`config.mk`:
```
export PLATFORM = sky130hd
export DESIGN_NAME = volume_block_walker_flat
export DESIGN_NICKNAME = d
export VERILOG_FILES = /design/src/rtl/core/vbw_pkg.sv /design/src/rtl/core/vbw_if.sv /design/src/rtl/core/vbw_div.sv /design/src/rtl/core/volume_block_walker.sv /design/src/flat_wrapper.sv
export SDC_FILE = /design/constraint.sdc
export NUM_CORES = 1
export LEC_CHECK = 0
export ABC_CLOCK_PERIOD_IN_PS = 17600
export BUFFER_PORTS_ARGS = -buffer_cell sky130_fd_sc_hd__buf_2
export CAP_MARGIN = 30
export CORE_MARGIN = 2
export CORE_UTILIZATION = 55
export CTS_CLUSTER_SIZE = 16
export DETAILED_ROUTE_END_ITERATION = 8
export GPL_ROUTABILITY_DRIVEN = 0
export HOLD_SLACK_MARGIN = 0.15
export PLACE_DENSITY = 0.8
export RECOVER_POWER = 100
export SETUP_SLACK_MARGIN = 0.15
export SLEW_MARGIN = 40
export SYNTH_ARGS = -nofsm -noshare
export SYNTH_HDL_FRONTEND = slang
export SYNTH_SLANG_ARGS = --single-unit
```
`constraint.sdc`:
```
create_clock -name clk -period 17.6 [get_ports clk]
set_clock_uncertainty 0.2 [all_clocks]
set_input_delay 1.76 -clock clk [delete_from_list [all_inputs] [get_ports clk]]
set_output_delay 1.76 -clock clk [all_outputs]
set_load 0.05 [all_outputs]
```
`src/rtl/core/vbw_pkg.sv`:
```
// ----------------------------------------------------------------------------
// vbw_pkg: shared types and constants of the volume block walker
// Register map, tile shapes and sequencer states.
// ----------------------------------------------------------------------------
package vbw_pkg;

	// Width of the block-size register and of the configuration data bus
	localparam int MB_W      = 37;
	localparam int CFG_IDX_W = 2;

	typedef enum logic [CFG_IDX_W-1:0] {
		REG_DIM_Z     = 2'd0,
		REG_DIM_Y     = 2'd1,
		REG_DIM_X     = 2'd2,
		REG_MAX_BLOCK = 2'd3
	} cfg_reg_t;

	typedef enum logic [1:0] {
		MODE_SLAB  = 2'd0,
		MODE_ROW   = 2'd1,
		MODE_PIECE = 2'd2
	} tile_mode_t;

	typedef enum logic [5:0] {
		ST_IDLE      = 6'b000001,
		ST_START     = 6'b000010,
		ST_DIV_PLANE = 6'b000100,
		ST_DIV_ROW   = 6'b001000,
		ST_SETUP     = 6'b010000,
		ST_EMIT      = 6'b100000
	} seq_state_t;

endpackage

```
`src/rtl/core/vbw_if.sv`:
```
// ----------------------------------------------------------------------------
// vbw_if: request and block channels of the volume block walker
// Valid/ready channels; a transaction moves at a clock edge with both high.
// ----------------------------------------------------------------------------
interface vbw_req_if;
	logic valid;
	logic ready;
	logic restart;

	modport source (output valid, output restart, input ready);
	modport sink   (input valid, input restart, output ready);
endinterface

interface vbw_blk_if #(parameter int DIM_BITS = 12);
	logic                valid;
	logic                ready;
	logic [DIM_BITS-1:0] z_offset;
	logic [DIM_BITS-1:0] y_offset;
	logic [DIM_BITS-1:0] x_offset;
	logic [DIM_BITS:0]   z_count;
	logic [DIM_BITS:0]   y_count;
	logic [DIM_BITS:0]   x_count;
	logic                last_block;

	modport source (output valid, output z_offset, output y_offset, output x_offset,
		output z_count, output y_count, output x_count, output last_block, input ready);
	modport sink   (input valid, input z_offset, input y_offset, input x_offset,
		input z_count, input y_count, input x_count, input last_block, output ready);
endinterface

```
`src/rtl/core/vbw_div.sv`:
```
// ----------------------------------------------------------------------------
// vbw_div: radix-2 restoring divider
// One quotient bit per cycle; operands are latched at start.
// ----------------------------------------------------------------------------
module vbw_div #(
	parameter int DVD_W = 37,
	parameter int DVS_W = 25
) (
	input  logic             clk,
	input  logic             arst_n,
	input  logic             start,
	input  logic [DVD_W-1:0] dividend,
	input  logic [DVS_W-1:0] divisor,
	output logic             done,
	output logic [DVD_W-1:0] quot,
	output logic [DVS_W-1:0] rem
);
	localparam int CNT_W = $clog2(DVD_W + 1);

	logic [DVD_W-1:0] dvd_q;
	logic [DVS_W-1:0] dvs_q;
	logic [DVS_W-1:0] rem_q;
	logic [CNT_W-1:0] cnt_q;
	logic             busy_q;
	logic             done_q;
	logic [DVS_W:0]   trial;
	logic [DVS_W:0]   diff;
	logic             fits;

	assign trial = {rem_q, dvd_q[DVD_W-1]};
	assign fits  = trial >= {1'b0, dvs_q};
	assign diff  = trial - {1'b0, dvs_q};

	always_ff @(posedge clk or negedge arst_n) begin
		if (!arst_n) begin
			busy_q <= 1'b0;
			done_q <= 1'b0;
			cnt_q  <= '0;
		end else begin
			done_q <= 1'b0;
			if (start) begin
				busy_q <= 1'b1;
				cnt_q  <= CNT_W'(DVD_W);
			end else if (busy_q) begin
				cnt_q <= cnt_q - CNT_W'(1);
				if (cnt_q == CNT_W'(1)) begin
					busy_q <= 1'b0;
					done_q <= 1'b1;
				end
			end
		end
	end

	// Quotient bits shift into the dividend register from the bottom
	always_ff @(posedge clk) begin
		if (start) begin
			dvd_q <= dividend;
			dvs_q <= divisor;
			rem_q <= '0;
		end else if (busy_q) begin
			rem_q <= fits ? diff[DVS_W-1:0] : trial[DVS_W-1:0];
			dvd_q <= {dvd_q[DVD_W-2:0], fits};
		end
	end

	assign done = done_q;
	assign quot = dvd_q;
	assign rem  = rem_q;

endmodule

```
`src/rtl/core/volume_block_walker.sv`:
```
// ----------------------------------------------------------------------------
// volume_block_walker: 3D volume block address generator
// Walks a z/y/x volume in blocks of at most max_block elements.
// ----------------------------------------------------------------------------
// Each request transaction returns one block: its start offsets, its counts
// along z, y and x, and a last_block flag on the block that completes the
// volume. A steady request is accepted, then advances the walk and loads the
// output register once it is empty or draining; the output register lets the
// next request be taken while a block still waits downstream. A request that
// opens a walk (restart high, or the previous walk finished, or the first
// request after reset) first sizes the blocks with the shared 37-bit
// restoring divider: one multiply of dim_y by dim_x, then max_block / plane,
// and, when not even one whole slab fits, a second pass that splits the
// remainder by dim_x. Dimension registers of zero act as one, and values
// above 2^DIM_BITS act as 2^DIM_BITS; a max_block of zero acts as one. Write
// the configuration only while no request is in flight.
// ----------------------------------------------------------------------------
module volume_block_walker #(
	parameter int DIM_BITS = 12
) (
	input  logic                          clk,
	input  logic                          arst_n,
	input  logic                          cfg_we,
	input  logic [vbw_pkg::CFG_IDX_W-1:0] cfg_index,
	input  logic [vbw_pkg::MB_W-1:0]      cfg_data,
	vbw_req_if.sink                       req,
	vbw_blk_if.source                     blk
);
	import vbw_pkg::*;

	localparam int CNT_W   = DIM_BITS + 1;
	localparam int SUM_W   = DIM_BITS + 2;
	localparam int PLANE_W = 2 * DIM_BITS + 1;
	localparam int PROD_W  = 2 * CNT_W;
	localparam logic [CNT_W-1:0] DIM_MAX = {1'b1, {DIM_BITS{1'b0}}};

	// Clamp a dimension register into 1 .. 2^DIM_BITS
	function automatic logic [CNT_W-1:0] live_dim(input logic [CNT_W-1:0] v);
		if (v == '0) begin
			return CNT_W'(1);
		end else if (v > DIM_MAX) begin
			return DIM_MAX;
		end
		return v;
	endfunction

	// Configuration registers
	logic [CNT_W-1:0] dim_z_q, dim_y_q, dim_x_q;
	logic [MB_W-1:0]  max_block_q;

	// Sequencer and walk state
	seq_state_t       state_q, state_d;
	logic             active_q;
	tile_mode_t       mode_q;
	logic [CNT_W-1:0] slab_chunk_q, row_chunk_q, col_chunk_q;
	logic [DIM_BITS-1:0] cur_z_q, cur_y_q, cur_x_q;
	logic [CNT_W-1:0]    cnt_z_q, cnt_y_q, cnt_x_q;

	// Output register
	logic                o_valid_q;
	logic [DIM_BITS-1:0] o_z_off_q, o_y_off_q, o_x_off_q;
	logic [CNT_W-1:0]    o_z_cnt_q, o_y_cnt_q, o_x_cnt_q;
	logic                o_last_q;

	// Live extents and block size
	logic [CNT_W-1:0]   dz, dy, dx;
	logic [MB_W-1:0]    mb;
	logic [PROD_W-1:0]  plane_full;
	logic [PLANE_W-1:0] plane;

	// Divider hookup
	logic               div_start;
	logic [MB_W-1:0]    div_dvd;
	logic [PLANE_W-1:0] div_dvs;
	logic               div_done;
	logic [MB_W-1:0]    div_quot;
	logic [PLANE_W-1:0] div_rem;
	logic [CNT_W-1:0]   slab_next;

	// Advance of the walk
	logic [SUM_W-1:0]    sum_z, sum_y, sum_x;
	logic [CNT_W-1:0]    inc_z, inc_y;
	logic [DIM_BITS-1:0] nxt_cur_z, nxt_cur_y, nxt_cur_x;
	logic [CNT_W-1:0]    nxt_cnt_z, nxt_cnt_y, nxt_cnt_x;
	logic                adv_done;
	logic                emit_ok;

	assign dz = live_dim(dim_z_q);
	assign dy = live_dim(dim_y_q);
	assign dx = live_dim(dim_x_q);
	assign mb = (max_block_q == '0) ? MB_W'(1) : max_block_q;

	// Plane size never exceeds 2^(2*DIM_BITS); the divider latches it
	assign plane_full = PROD_W'(dy) * PROD_W'(dx);
	assign plane      = plane_full[PLANE_W-1:0];

	// A block may be loaded when the output register is empty or draining
	assign emit_ok = !o_valid_q || blk.ready;

	vbw_div #(
		.DVD_W (MB_W),
		.DVS_W (PLANE_W)
	) u_div (
		.clk      (clk),
		.arst_n   (arst_n),
		.start    (div_start),
		.dividend (div_dvd),
		.divisor  (div_dvs),
		.done     (div_done),
		.quot     (div_quot),
		.rem      (div_rem)
	);

	// Configuration writes
	always_ff @(posedge clk or negedge arst_n) begin
		if (!arst_n) begin
			dim_z_q     <= CNT_W'(1);
			dim_y_q     <= CNT_W'(1);
			dim_x_q     <= CNT_W'(1);
			max_block_q <= MB_W'(1);
		end else if (cfg_we) begin
			case (cfg_reg_t'(cfg_index))
				REG_DIM_Z:     dim_z_q     <= cfg_data[CNT_W-1:0];
				REG_DIM_Y:     dim_y_q     <= cfg_data[CNT_W-1:0];
				REG_DIM_X:     dim_x_q     <= cfg_data[CNT_W-1:0];
				REG_MAX_BLOCK: max_block_q <= cfg_data;
				default:       max_block_q <= max_block_q;
			endcase
		end
	end

	// Sequencer: a walk start runs plane division, then, if no whole slab
	// fits, the row division; every request ends in the emit step.
	always_comb begin
		state_d   = state_q;
		div_start = 1'b0;
		div_dvd   = MB_W'(div_rem);
		div_dvs   = PLANE_W'(dx);
		slab_next = (div_quot < MB_W'(dz)) ? div_quot[CNT_W-1:0] : dz;
		case (state_q)
			ST_IDLE: begin
				if (req.valid) begin
					state_d = (req.restart || !active_q) ? ST_START : ST_EMIT;
				end
			end
			ST_START: begin
				div_start = 1'b1;
				div_dvd   = mb;
				div_dvs   = plane;
				state_d   = ST_DIV_PLANE;
			end
			ST_DIV_PLANE: begin
				if (div_done) begin
					if (slab_next != '0) begin
						state_d = ST_SETUP;
					end else begin
						// split the remainder of the plane division into rows
						div_start = 1'b1;
						state_d   = ST_DIV_ROW;
					end
				end
			end
			ST_DIV_ROW: begin
				if (div_done) begin
					state_d = ST_SETUP;
				end
			end
			ST_SETUP: state_d = ST_EMIT;
			ST_EMIT: begin
				if (emit_ok) begin
					state_d = ST_IDLE;
				end
			end
			default: state_d = ST_IDLE;
		endcase
	end

	// Step the walk along the tiled axis, carrying into the slower axes
	// and clipping the count at the far edge.
	always_comb begin
		sum_z     = SUM_W'(cur_z_q) + SUM_W'(cnt_z_q);
		sum_y     = SUM_W'(cur_y_q) + SUM_W'(cnt_y_q);
		sum_x     = SUM_W'(cur_x_q) + SUM_W'(cnt_x_q);
		inc_z     = CNT_W'(cur_z_q) + CNT_W'(1);
		inc_y     = CNT_W'(cur_y_q) + CNT_W'(1);
		nxt_cur_z = cur_z_q;
		nxt_cur_y = cur_y_q;
		nxt_cur_x = cur_x_q;
		nxt_cnt_z = cnt_z_q;
		nxt_cnt_y = cnt_y_q;
		nxt_cnt_x = cnt_x_q;
		adv_done  = 1'b0;
		case (mode_q)
			MODE_SLAB: begin
				if (sum_z >= SUM_W'(dz)) begin
					adv_done = 1'b1;
				end else begin
					nxt_cur_z = sum_z[DIM_BITS-1:0];
					if (sum_z + SUM_W'(cnt_z_q) >= SUM_W'(dz)) begin
						nxt_cnt_z = dz - sum_z[CNT_W-1:0];
					end
				end
			end
			MODE_ROW: begin
				if (sum_y >= SUM_W'(dy)) begin
					if (inc_z >= dz) begin
						adv_done = 1'b1;
					end else begin
						nxt_cur_z = inc_z[DIM_BITS-1:0];
						nxt_cur_y = '0;
						nxt_cnt_y = row_chunk_q;
					end
				end else begin
					nxt_cur_y = sum_y[DIM_BITS-1:0];
					if (sum_y + SUM_W'(cnt_y_q) >= SUM_W'(dy)) begin
						nxt_cnt_y = dy - sum_y[CNT_W-1:0];
					end
				end
			end
			default: begin
				// row pieces; the unused mode code behaves the same way
				if (sum_x >= SUM_W'(dx)) begin
					if (inc_y >= dy) begin
						if (inc_z >= dz) begin
							adv_done = 1'b1;
						end else begin
							nxt_cur_z = inc_z[DIM_BITS-1:0];
							nxt_cur_y = '0;
							nxt_cur_x = '0;
							nxt_cnt_x = col_chunk_q;
						end
					end else begin
						nxt_cur_y = inc_y[DIM_BITS-1:0];
						nxt_cur_x = '0;
						nxt_cnt_x = col_chunk_q;
					end
				end else begin
					nxt_cur_x = sum_x[DIM_BITS-1:0];
					if (sum_x + SUM_W'(cnt_x_q) >= SUM_W'(dx)) begin
						nxt_cnt_x = dx - sum_x[CNT_W-1:0];
					end
				end
			end
		endcase
	end

	// Control state
	always_ff @(posedge clk or negedge arst_n) begin
		if (!arst_n) begin
			state_q   <= ST_IDLE;
			active_q  <= 1'b0;
			o_valid_q <= 1'b0;
		end else begin
			state_q <= state_d;
			if (state_q == ST_SETUP) begin
				active_q <= 1'b1;
			end else if (state_q == ST_EMIT && emit_ok && adv_done) begin
				// the next request opens a new walk
				active_q <= 1'b0;
			end
			if (state_q == ST_EMIT && emit_ok) begin
				o_valid_q <= 1'b1;
			end else if (blk.ready) begin
				o_valid_q <= 1'b0;
			end
		end
	end

	// Walk geometry and output payload
	always_ff @(posedge clk) begin
		case (state_q)
			ST_DIV_PLANE: begin
				if (div_done) begin
					slab_chunk_q <= slab_next;
				end
			end
			ST_DIV_ROW: begin
				if (div_done) begin
					row_chunk_q <= div_quot[CNT_W-1:0];
					col_chunk_q <= div_rem[CNT_W-1:0];
				end
			end
			ST_SETUP: begin
				cur_z_q <= '0;
				cur_y_q <= '0;
				cur_x_q <= '0;
				if (slab_chunk_q != '0) begin
					mode_q  <= MODE_SLAB;
					cnt_z_q <= slab_chunk_q;
					cnt_y_q <= dy;
					cnt_x_q <= dx;
				end else if (row_chunk_q != '0) begin
					mode_q  <= MODE_ROW;
					cnt_z_q <= CNT_W'(1);
					cnt_y_q <= row_chunk_q;
					cnt_x_q <= dx;
				end else begin
					mode_q  <= MODE_PIECE;
					cnt_z_q <= CNT_W'(1);
					cnt_y_q <= CNT_W'(1);
					cnt_x_q <= col_chunk_q;
				end
			end
			ST_EMIT: begin
				if (emit_ok) begin
					o_z_off_q <= cur_z_q;
					o_y_off_q <= cur_y_q;
					o_x_off_q <= cur_x_q;
					o_z_cnt_q <= cnt_z_q;
					o_y_cnt_q <= cnt_y_q;
					o_x_cnt_q <= cnt_x_q;
					o_last_q  <= adv_done;
					cur_z_q   <= nxt_cur_z;
					cur_y_q   <= nxt_cur_y;
					cur_x_q   <= nxt_cur_x;
					cnt_z_q   <= nxt_cnt_z;
					cnt_y_q   <= nxt_cnt_y;
					cnt_x_q   <= nxt_cnt_x;
				end
			end
			default: ;
		endcase
	end

	// Requests are taken only between walk steps
	assign req.ready = (state_q == ST_IDLE);

	assign blk.valid      = o_valid_q;
	assign blk.z_offset   = o_z_off_q;
	assign blk.y_offset   = o_y_off_q;
	assign blk.x_offset   = o_x_off_q;
	assign blk.z_count    = o_z_cnt_q;
	assign blk.y_count    = o_y_cnt_q;
	assign blk.x_count    = o_x_cnt_q;
	assign blk.last_block = o_last_q;

endmodule

```
`src/flat_wrapper.sv`:
```
// flat-port wrapper written by rule: the top's interface ports become plain ports
module volume_block_walker_flat import vbw_pkg::*;
#(
	parameter int DIM_BITS = 12
)
  (clk, arst_n, cfg_we, cfg_index, cfg_data, req_valid, req_restart, req_ready, blk_valid, blk_z_offset, blk_y_offset, blk_x_offset, blk_z_count, blk_y_count, blk_x_count, blk_last_block, blk_ready);
  vbw_req_if req_i ();
  vbw_blk_if #(.DIM_BITS(DIM_BITS)) blk_i ();
  input  logic clk;
  input  logic arst_n;
  input  logic cfg_we;
  input  logic [vbw_pkg::CFG_IDX_W-1:0] cfg_index;
  input  logic [vbw_pkg::MB_W-1:0] cfg_data;
  input wire logic [$bits(req_i.valid)-1:0] req_valid;
  input wire logic [$bits(req_i.restart)-1:0] req_restart;
  output wire logic [$bits(req_i.ready)-1:0] req_ready;
  output wire logic [$bits(blk_i.valid)-1:0] blk_valid;
  output wire logic [$bits(blk_i.z_offset)-1:0] blk_z_offset;
  output wire logic [$bits(blk_i.y_offset)-1:0] blk_y_offset;
  output wire logic [$bits(blk_i.x_offset)-1:0] blk_x_offset;
  output wire logic [$bits(blk_i.z_count)-1:0] blk_z_count;
  output wire logic [$bits(blk_i.y_count)-1:0] blk_y_count;
  output wire logic [$bits(blk_i.x_count)-1:0] blk_x_count;
  output wire logic [$bits(blk_i.last_block)-1:0] blk_last_block;
  input wire logic [$bits(blk_i.ready)-1:0] blk_ready;
  assign req_i.valid = req_valid;
  assign req_i.restart = req_restart;
  assign req_ready = req_i.ready;
  assign blk_valid = blk_i.valid;
  assign blk_z_offset = blk_i.z_offset;
  assign blk_y_offset = blk_i.y_offset;
  assign blk_x_offset = blk_i.x_offset;
  assign blk_z_count = blk_i.z_count;
  assign blk_y_count = blk_i.y_count;
  assign blk_x_count = blk_i.x_count;
  assign blk_last_block = blk_i.last_block;
  assign blk_i.ready = blk_ready;
  volume_block_walker #(.DIM_BITS(DIM_BITS)) u_core (.clk(clk), .arst_n(arst_n), .cfg_we(cfg_we), .cfg_index(cfg_index), .cfg_data(cfg_data), .req(req_i), .blk(blk_i));
endmodule
```
# == Yosys cells after proc, flatten, opt, wreduce, memory -nomap -nowiden ==
# Cells that the tools add are included.
# classes
n_mul,1
n_eq_ne,30
addsub,13
muxes,95
reduce_logical,34
magnitude_cmp,13
# op_table
op,n
two-way mux 13 bit,31
two-way mux 12 bit,16
two-way mux 37 bit,4
case mux 12 bit (2 select lines),5
>= comparator 14 x 13 -> 1 bit,6
case mux 13 bit (2 select lines),3
adder 12 x 13 -> 14 bit,3
adder 14 x 13 -> 14 bit,3
two-way mux 6 bit,7
greater-than comparator 13 bit (second input constant),3
logical NOT 13 bit,3
nonzero test 13 bit,3
subtractor 13 bit,3
logical NOT 37 bit,1
< comparator 37 x 13 -> 1 bit,1
case mux 6 bit (6 select lines),1
adder 12 x 1 -> 13 bit (second input constant),2
>= comparator 13 bit,2
>= comparator 26 x 25 -> 1 bit,1
multiplier 13 x 13 -> 25 bit,1
two-way mux 25 bit,1
subtractor 25 bit,1
two-way mux 1 bit,23
inequality test 2 bit (second input constant),8
other kinds (28),54
# totals
regBits,371
wordCells,217
input_bits,45

# == Longest topological paths before layout ==
# depth
ltp_word,12
depth_mapped,26
ltp_nobuf,24

# == By module ==
# From an unflattened synthesis, not the netlist that was laid out.
# hier_totals
cells_unflattened,3006
area_unflattened_um2,29494.5
# by_module_without_submodules
mod,cells_each,instances,area_per_inst_um2
volume_block_walker,2552,1,24445.9
vbw_div,454,1,5048.6

# == Worst setup path before layout ==
# OpenSTA, ideal clock, no wires.
# synth_timing
path_type,input -> register
start,input blk_ready
end,"register u_core.cnt_y_q[0], enable pin"
setup_ns,0.408
arrival_time_ns,6.659
required_time_ns,16.992
path_buffers,0
slack_ns,10.333
stages,4
path_cell_list,nor2b_1 > nor2_1 > nor2_1 > a311oi_1
# synth_via
elab_chain_len,3
# synth_lines
element,line,text
from (decl),flat_wrapper.sv:25,input wire logic [$bits(blk_i.ready)-1:0] blk_ready;
logical OR 1 bit,volume_block_walker.sv:98,assign emit_ok = !o_valid_q || blk.ready;
inequality test 2 x 1 -> 1 bit (no source line),--,
AND reduction 5 bit (no source line),--,
to (signal assigned),volume_block_walker.sv:290,cnt_y_q <= dy;
to (signal assigned),volume_block_walker.sv:295,cnt_y_q <= row_chunk_q;
to (signal assigned),volume_block_walker.sv:317,cnt_y_q <= nxt_cnt_y;
to (decl),volume_block_walker.sv:57,"logic [CNT_W-1:0] cnt_z_q, cnt_y_q, cnt_x_q;"
# No other way between the ends.
# A chain may end at the register's enable or synchronous reset.

# == Worst setup path after layout ==
# layout_timing
start,register u_core.dim_z_q[12]
end,"register u_core.u_div.dvd_q[12], in the netlist u_core.u_div.quot[12] (data pin)"
# layout_via
elab_chain_len,11
# layout_lines
element,line,text
from (decl),volume_block_walker.sv:48,"logic [CNT_W-1:0] dim_z_q, dim_y_q, dim_x_q;"
from (signal assigned),volume_block_walker.sv:123,REG_DIM_Z: dim_z_q <= cfg_data[CNT_W-1:0];
greater-than comparator 13 bit,volume_block_walker.sv:41,end else if (v > DIM_MAX) begin
two-way mux 1 bit,volume_block_walker.sv:41,
two-way mux 1 bit,volume_block_walker.sv:39,if (v == '0) begin
two-way mux 13 bit (*),volume_block_walker.sv:44,return v;
< comparator 37 x 13 -> 1 bit,volume_block_walker.sv:139,slab_next = (div_quot < MB_W'(dz)) ? div_quot[CNT_W-1:0] : dz;
two-way mux 13 bit (*),volume_block_walker.sv:139,
nonzero test 13 bit (*),volume_block_walker.sv:154,if (slab_next != '0) begin
two-way mux 1 bit (*),volume_block_walker.sv:154,
two-way mux 1 bit (*),volume_block_walker.sv:153,if (div_done) begin
case mux 1 bit (2 select lines) (*),volume_block_walker.sv:140,case (state_q)
two-way mux 37 bit (*),vbw_div.sv:56,if (start) begin
to (signal assigned),vbw_div.sv:57,dvd_q <= dividend;
to (signal assigned),vbw_div.sv:62,"dvd_q <= {dvd_q[DVD_W-2:0], fits};"
to (decl),vbw_div.sv:20,logic [DVD_W-1:0] dvd_q;
# Mark *: on every way between the ends. The rest lies on a longest branch, timed or not.

==> impl_metrics.sql <==
INSERT INTO impl_metrics (metric_group, metric, value, unit) VALUES
('timing', 'period_utilisation_layout', '48.5', '%'),
('status', 'status', 'finished with violations', ''),
('setup_path', 'worst_ep_required_time', '17.74', 'ns'),
('global_route', 'antenna_found_initial', '2', ''),
('logic_synthesis', 'syn_avg_cell_area', '9.87', 'sq um'),
('die', 'num_rows', '84', ''),
('global_route', 'grt_pass1_wl', '129', 'mm'),
('logic_synthesis', 'sequential_fraction_of_the_synthesis_area', '35.8', '%'),
('die', 'floorplan.die_area', '54900', 'sq um'),
('cts', 'tritoncts', 'yes', ''),
('cts', 'cell_at_the_root_of_the_clock_tree', 'clkbuf_16', ''),
('finish', 'layout.filler_cells', '4088', ''),
('cts', 'cts.htree.levels', '2', ''),
('job', 'max_cap_viol_count', '12', ''),
('setup_path', 'cp-end-kind', 'flop', ''),
('timing', 'hold_violations_final', '0', ''),
('status', 'violated_checks', 'max-capacitance violations, max-slew violations', ''),
('logic_synthesis', 'synthesis.instances', '2955', ''),
('cts', 'clock_sink_count', '371', ''),
('finish', 'final_core_utilization', '60.6', '%'),
('timing', 'rsz0062_at_grt', 'no', ''),
('die', 'pin_count', '123', ''),
('timing', 'setup_total_negative_slack', '0', 'ns'),
('setup_path', 'timing.setup.critical_path_class', 'reg2reg', ''),
('placed_design', 'io_buffer_count', '122', ''),
('drt', 'dr.first_iter.drc_count', '2530', ''),
('drt', 'first_pass_iters', '9', ''),
('logic_synthesis', 'synth_flop_cell', 'edfxtp_1', ''),
('cts', 'post_cts.repair.setup_buffers', '0', ''),
('power_and_ir_drop', 'worst_vdd_drop', '0.103', 'mV'),
('drt', 'wirelength', '81.8', 'mm'),
('logic_synthesis', 'synthesis.area', '29200', 'sq um'),
('setup_path', 'critical_path_arrival', '8.68', 'ns'),
('timing', 'achievable-frequency', '117', 'MHz'),
('setup_path', 'critPathMaxFanout', '42', ''),
('timing', 'tightestPinTransition', '3.65', 'ns'),
('timing', 'final-max-slew-violation-count', '402', ''),
('finish', 'layout.cell_area.non_filler', '31800', 'sq um'),
('worst_hold_path', 'min_path_type', 'reg2reg', ''),
('cts', 'numCtsBuffers', '42', ''),
('finish', 'n_antenna_cell', '0', ''),
('global_route', 'groute.usage.overall', '30.1', '%'),
('drt', 'post-route-drc-count', '0', ''),
('timing', 'post-route-min-period', '8.54', 'ns'),
('drt', 'route.detailed.wl_per_inst', '21.6', 'um'),
('finish', 'layout-drive-gt1-share', '7.94', '%'),
('cts', 'cts-root-to-sink-buffers', '3', ''),
('cts', 'clk_latency', '0.60', 'ns'),
('logic_synthesis', 'number_of_nets_produced_by_synthesis', '3451', ''),
('die', 'core_area', '52400', 'sq um'),
('die', 'start_util', '55.6', '%'),
('timing', 'fin_hold_ws', '0.258', 'ns'),
('global_route', 'largest_net_degree_at_the_start_of_global_routing', '70', ''),
('cts', 'cts-resized-gates', '0', ''),
('global_route', 'first_global_vias', '23850', ''),
('drt', 'route.vias.total', '23902', ''),
('drt', 'postRouteAntennaNets', '0', ''),
('placed_design', 'placedInstanceArea', '30600', 'sq um'),
('die', 'floorplan.die.height', '234', 'um'),
('cts', 'cts_stage_hold_buffer_count', '0', ''),
('placed_design', 'hpwl', '62.9', 'mm'),
('cts', 'cts.clk_slew.worst_paths', '0.06', 'ns'),
('power_and_ir_drop', 'total_leakage_power', '14.0', 'nW'),
('drt', 'vias_per_cell', '6.31', ''),
('logic_synthesis', 'yosys.cell_types.count', '82', ''),
('power_and_ir_drop', 'power_per_unit_of_standard_cell_area', '168', 'nW/um^2'),
('die', 'die_width', '234', 'um'),
('logic_synthesis', 'postSynth.asyncResetShare', '24.8', '%'),
('global_route', 'gr-total-overflow', '0', ''),
('timing', 'finalSetupViolations', '0', ''),
('finish', 'design.final.nets', '3562', ''),
('timing', 'remaining_max_slew_budget_at_the_tightest_pin', '-144', '%'),
('finish', 'area_growth', '8.98', '%'),
('power_and_ir_drop', 'total_power', '0.00534', 'W'),
('logic_synthesis', 'yosys_register_bits', '371', ''),
('setup_path', 'timing.critical_path.from_type', 'flop', ''),
('logic_synthesis', 'synth_enable_flop_cells', '254', ''),
('logic_synthesis', 'synth.yosys.warnings', '0', '');
-- area by class of cell --
cell class | count | area (sq um) | share of cell area (%)
clock buffer | 56 | 1200 | 3.77
sequential | 371 | 10400 | 32.8
multi-input combinational | 2155 | 17100 | 53.7
inverter | 347 | 1300 | 4.10
timing repair buffer | 149 | 664 | 2.09
tap | 688 | 861 | 2.71
clock inverter | 21 | 258 | 0.811
-- metrics by stage --
step           setup WS [ns]  std cells
3_5_place_dp            9.98       3710
2_1_floorplan          10.33       2955
6_report                9.06       3787
3_3_place_gp           10.16       3710
4_1_cts                 9.83       3787
5_1_grt                 8.52       3787
-- registers in the layout, indices dropped and copies added (netlist names), 25 cells and up --
name and cells:
u_core.u_div.rem 25, u_core.u_div.dvs_q 25, u_core.max_block_q 37, u_core.u_div.quot 37
-- routing by layer --
metal  track usage, %  up-vias  share of wire [%]
met5                0        -              0.034
li1                 -    10587                  -
met3             6.35      328                 11
met4             13.8        4                5.2
met1             41.0    11393                 40
met2             46.3     1590                 44
-- where the power goes --
group | switching (W) | leakage [nW] | internal (W) | total (W)
registers | 0.000216 | 3.65 | 0.00120 | 0.00141
clock network | 0.000376 | 0.716 | 0.000545 | 0.000921
logic | 0.00184 | 9.60 | 0.00117 | 0.00300
-- cells in the final DEF, fill, tap and decap left out, types with 22 or more instances in the layout --
cell	count
a211oi_1	22
a21o_1	64
a21oi_1	168
a31oi_1	27
buf_2	42
clkbuf_1	102
clkbuf_16	46
dfrtp_1	87
dfxtp_1	25
edfxtp_1	254
fa_1	130
ha_1	321
inv_1	332
mux2_2	90
nand2_1	232
nand2b_1	26
nand3_1	39
nand4_1	24
nor2_1	270
nor2b_1	40
nor3_1	44
nor4_1	32
o21a_1	27
o21ai_0	133
o21bai_1	29
o22ai_1	34
xnor2_1	96
xor2_1	74
-- kinds of logic after synthesis --
family | count (synthesis) | synth area share, %
AOI/OAI and AO/OA | 625 | 13.9
xor gates and xnor gates | 170 | 5.11
and+or+nand+nor | 799 | 12.7
adders and majority gates | 451 | 22.7
buffers and inverters | 429 | 5.66
DFF | 371 | 35.8
muxes | 110 | 4.17
-- worst max-delay path, stage by stage (launching register included) --
cell and delay, ns:
dfrtp_1 0.44, inv_1 0.32, nand2_1 0.31, ha_1 0.40, and3_1 0.16, o31ai_2 0.06
a2111oi_0 0.53, a2bb2oi_1 1.34, nor3_1 0.55, nor2_1 1.42, inv_1 1.01, clkbuf_1 1.01
nor2_1 0.43, a21oi_1 0.07
-- final timing paths --
check,depth (start not counted),end,start,slack [ns]
worst max register to register,13,u_core.u_div.quot[12],u_core.dim_z_q[12],9.06
worst max-delay path,13,u_core.u_div.quot[12],u_core.dim_z_q[12],9.06
worst min-delay path,0,u_core.blk.x_offset[9],u_core.cur_x_q[9],0.26
min in group asynchronous,1,u_core.max_block_q[29],arst_n,1.65
worst min register to register,0,u_core.blk.x_offset[9],u_core.cur_x_q[9],0.26
max in group asynchronous,2,u_core.dim_x_q[3],arst_n,12.11
-- synthesized netlist by cell type (6+ instances only) --
library cell / instances / share of area, %
inv_1: 331 / 4.3
ha_1: 321 / 14
nor2_1: 269 / 3.5
edfxtp_1: 254 / 26
nand2_1: 232 / 3.0
a21oi_1: 168 / 2.9
o21ai_0: 132 / 2.3
fa_1: 130 / 8.9
xnor2_1: 96 / 2.9
mux2_2: 91 / 3.5
dfrtp_1: 87 / 7.5
xor2_1: 74 / 2.2
a21o_1: 64 / 1.6
clkbuf_1: 62 / 0.80
nor2b_1: 46 / 0.99
nor3_1: 43 / 0.74
nand3_1: 40 / 0.69
o22ai_1: 34 / 0.73
nor4_1: 32 / 0.69
o21bai_1: 29 / 0.75
a31oi_1: 28 / 0.60
o21a_1: 27 / 0.70
nand2b_1: 26 / 0.56
dfxtp_1: 25 / 1.7
nand4_1: 24 / 0.51
a211oi_1: 22 / 0.57
and3_1: 21 / 0.45
mux2i_1: 19 / 0.65
or3_1: 18 / 0.39
a221oi_1: 16 / 0.48
nor3b_1: 14 / 0.36
o211ai_1: 14 / 0.36
clkinv_1: 13 / 0.17
a22o_1: 11 / 0.33
buf_2: 9 / 0.15
a221o_1: 8 / 0.27
and2_1: 7 / 0.15
or2_2: 7 / 0.15
nand3b_1: 6 / 0.15
Power figures use the tool's default switching activity.
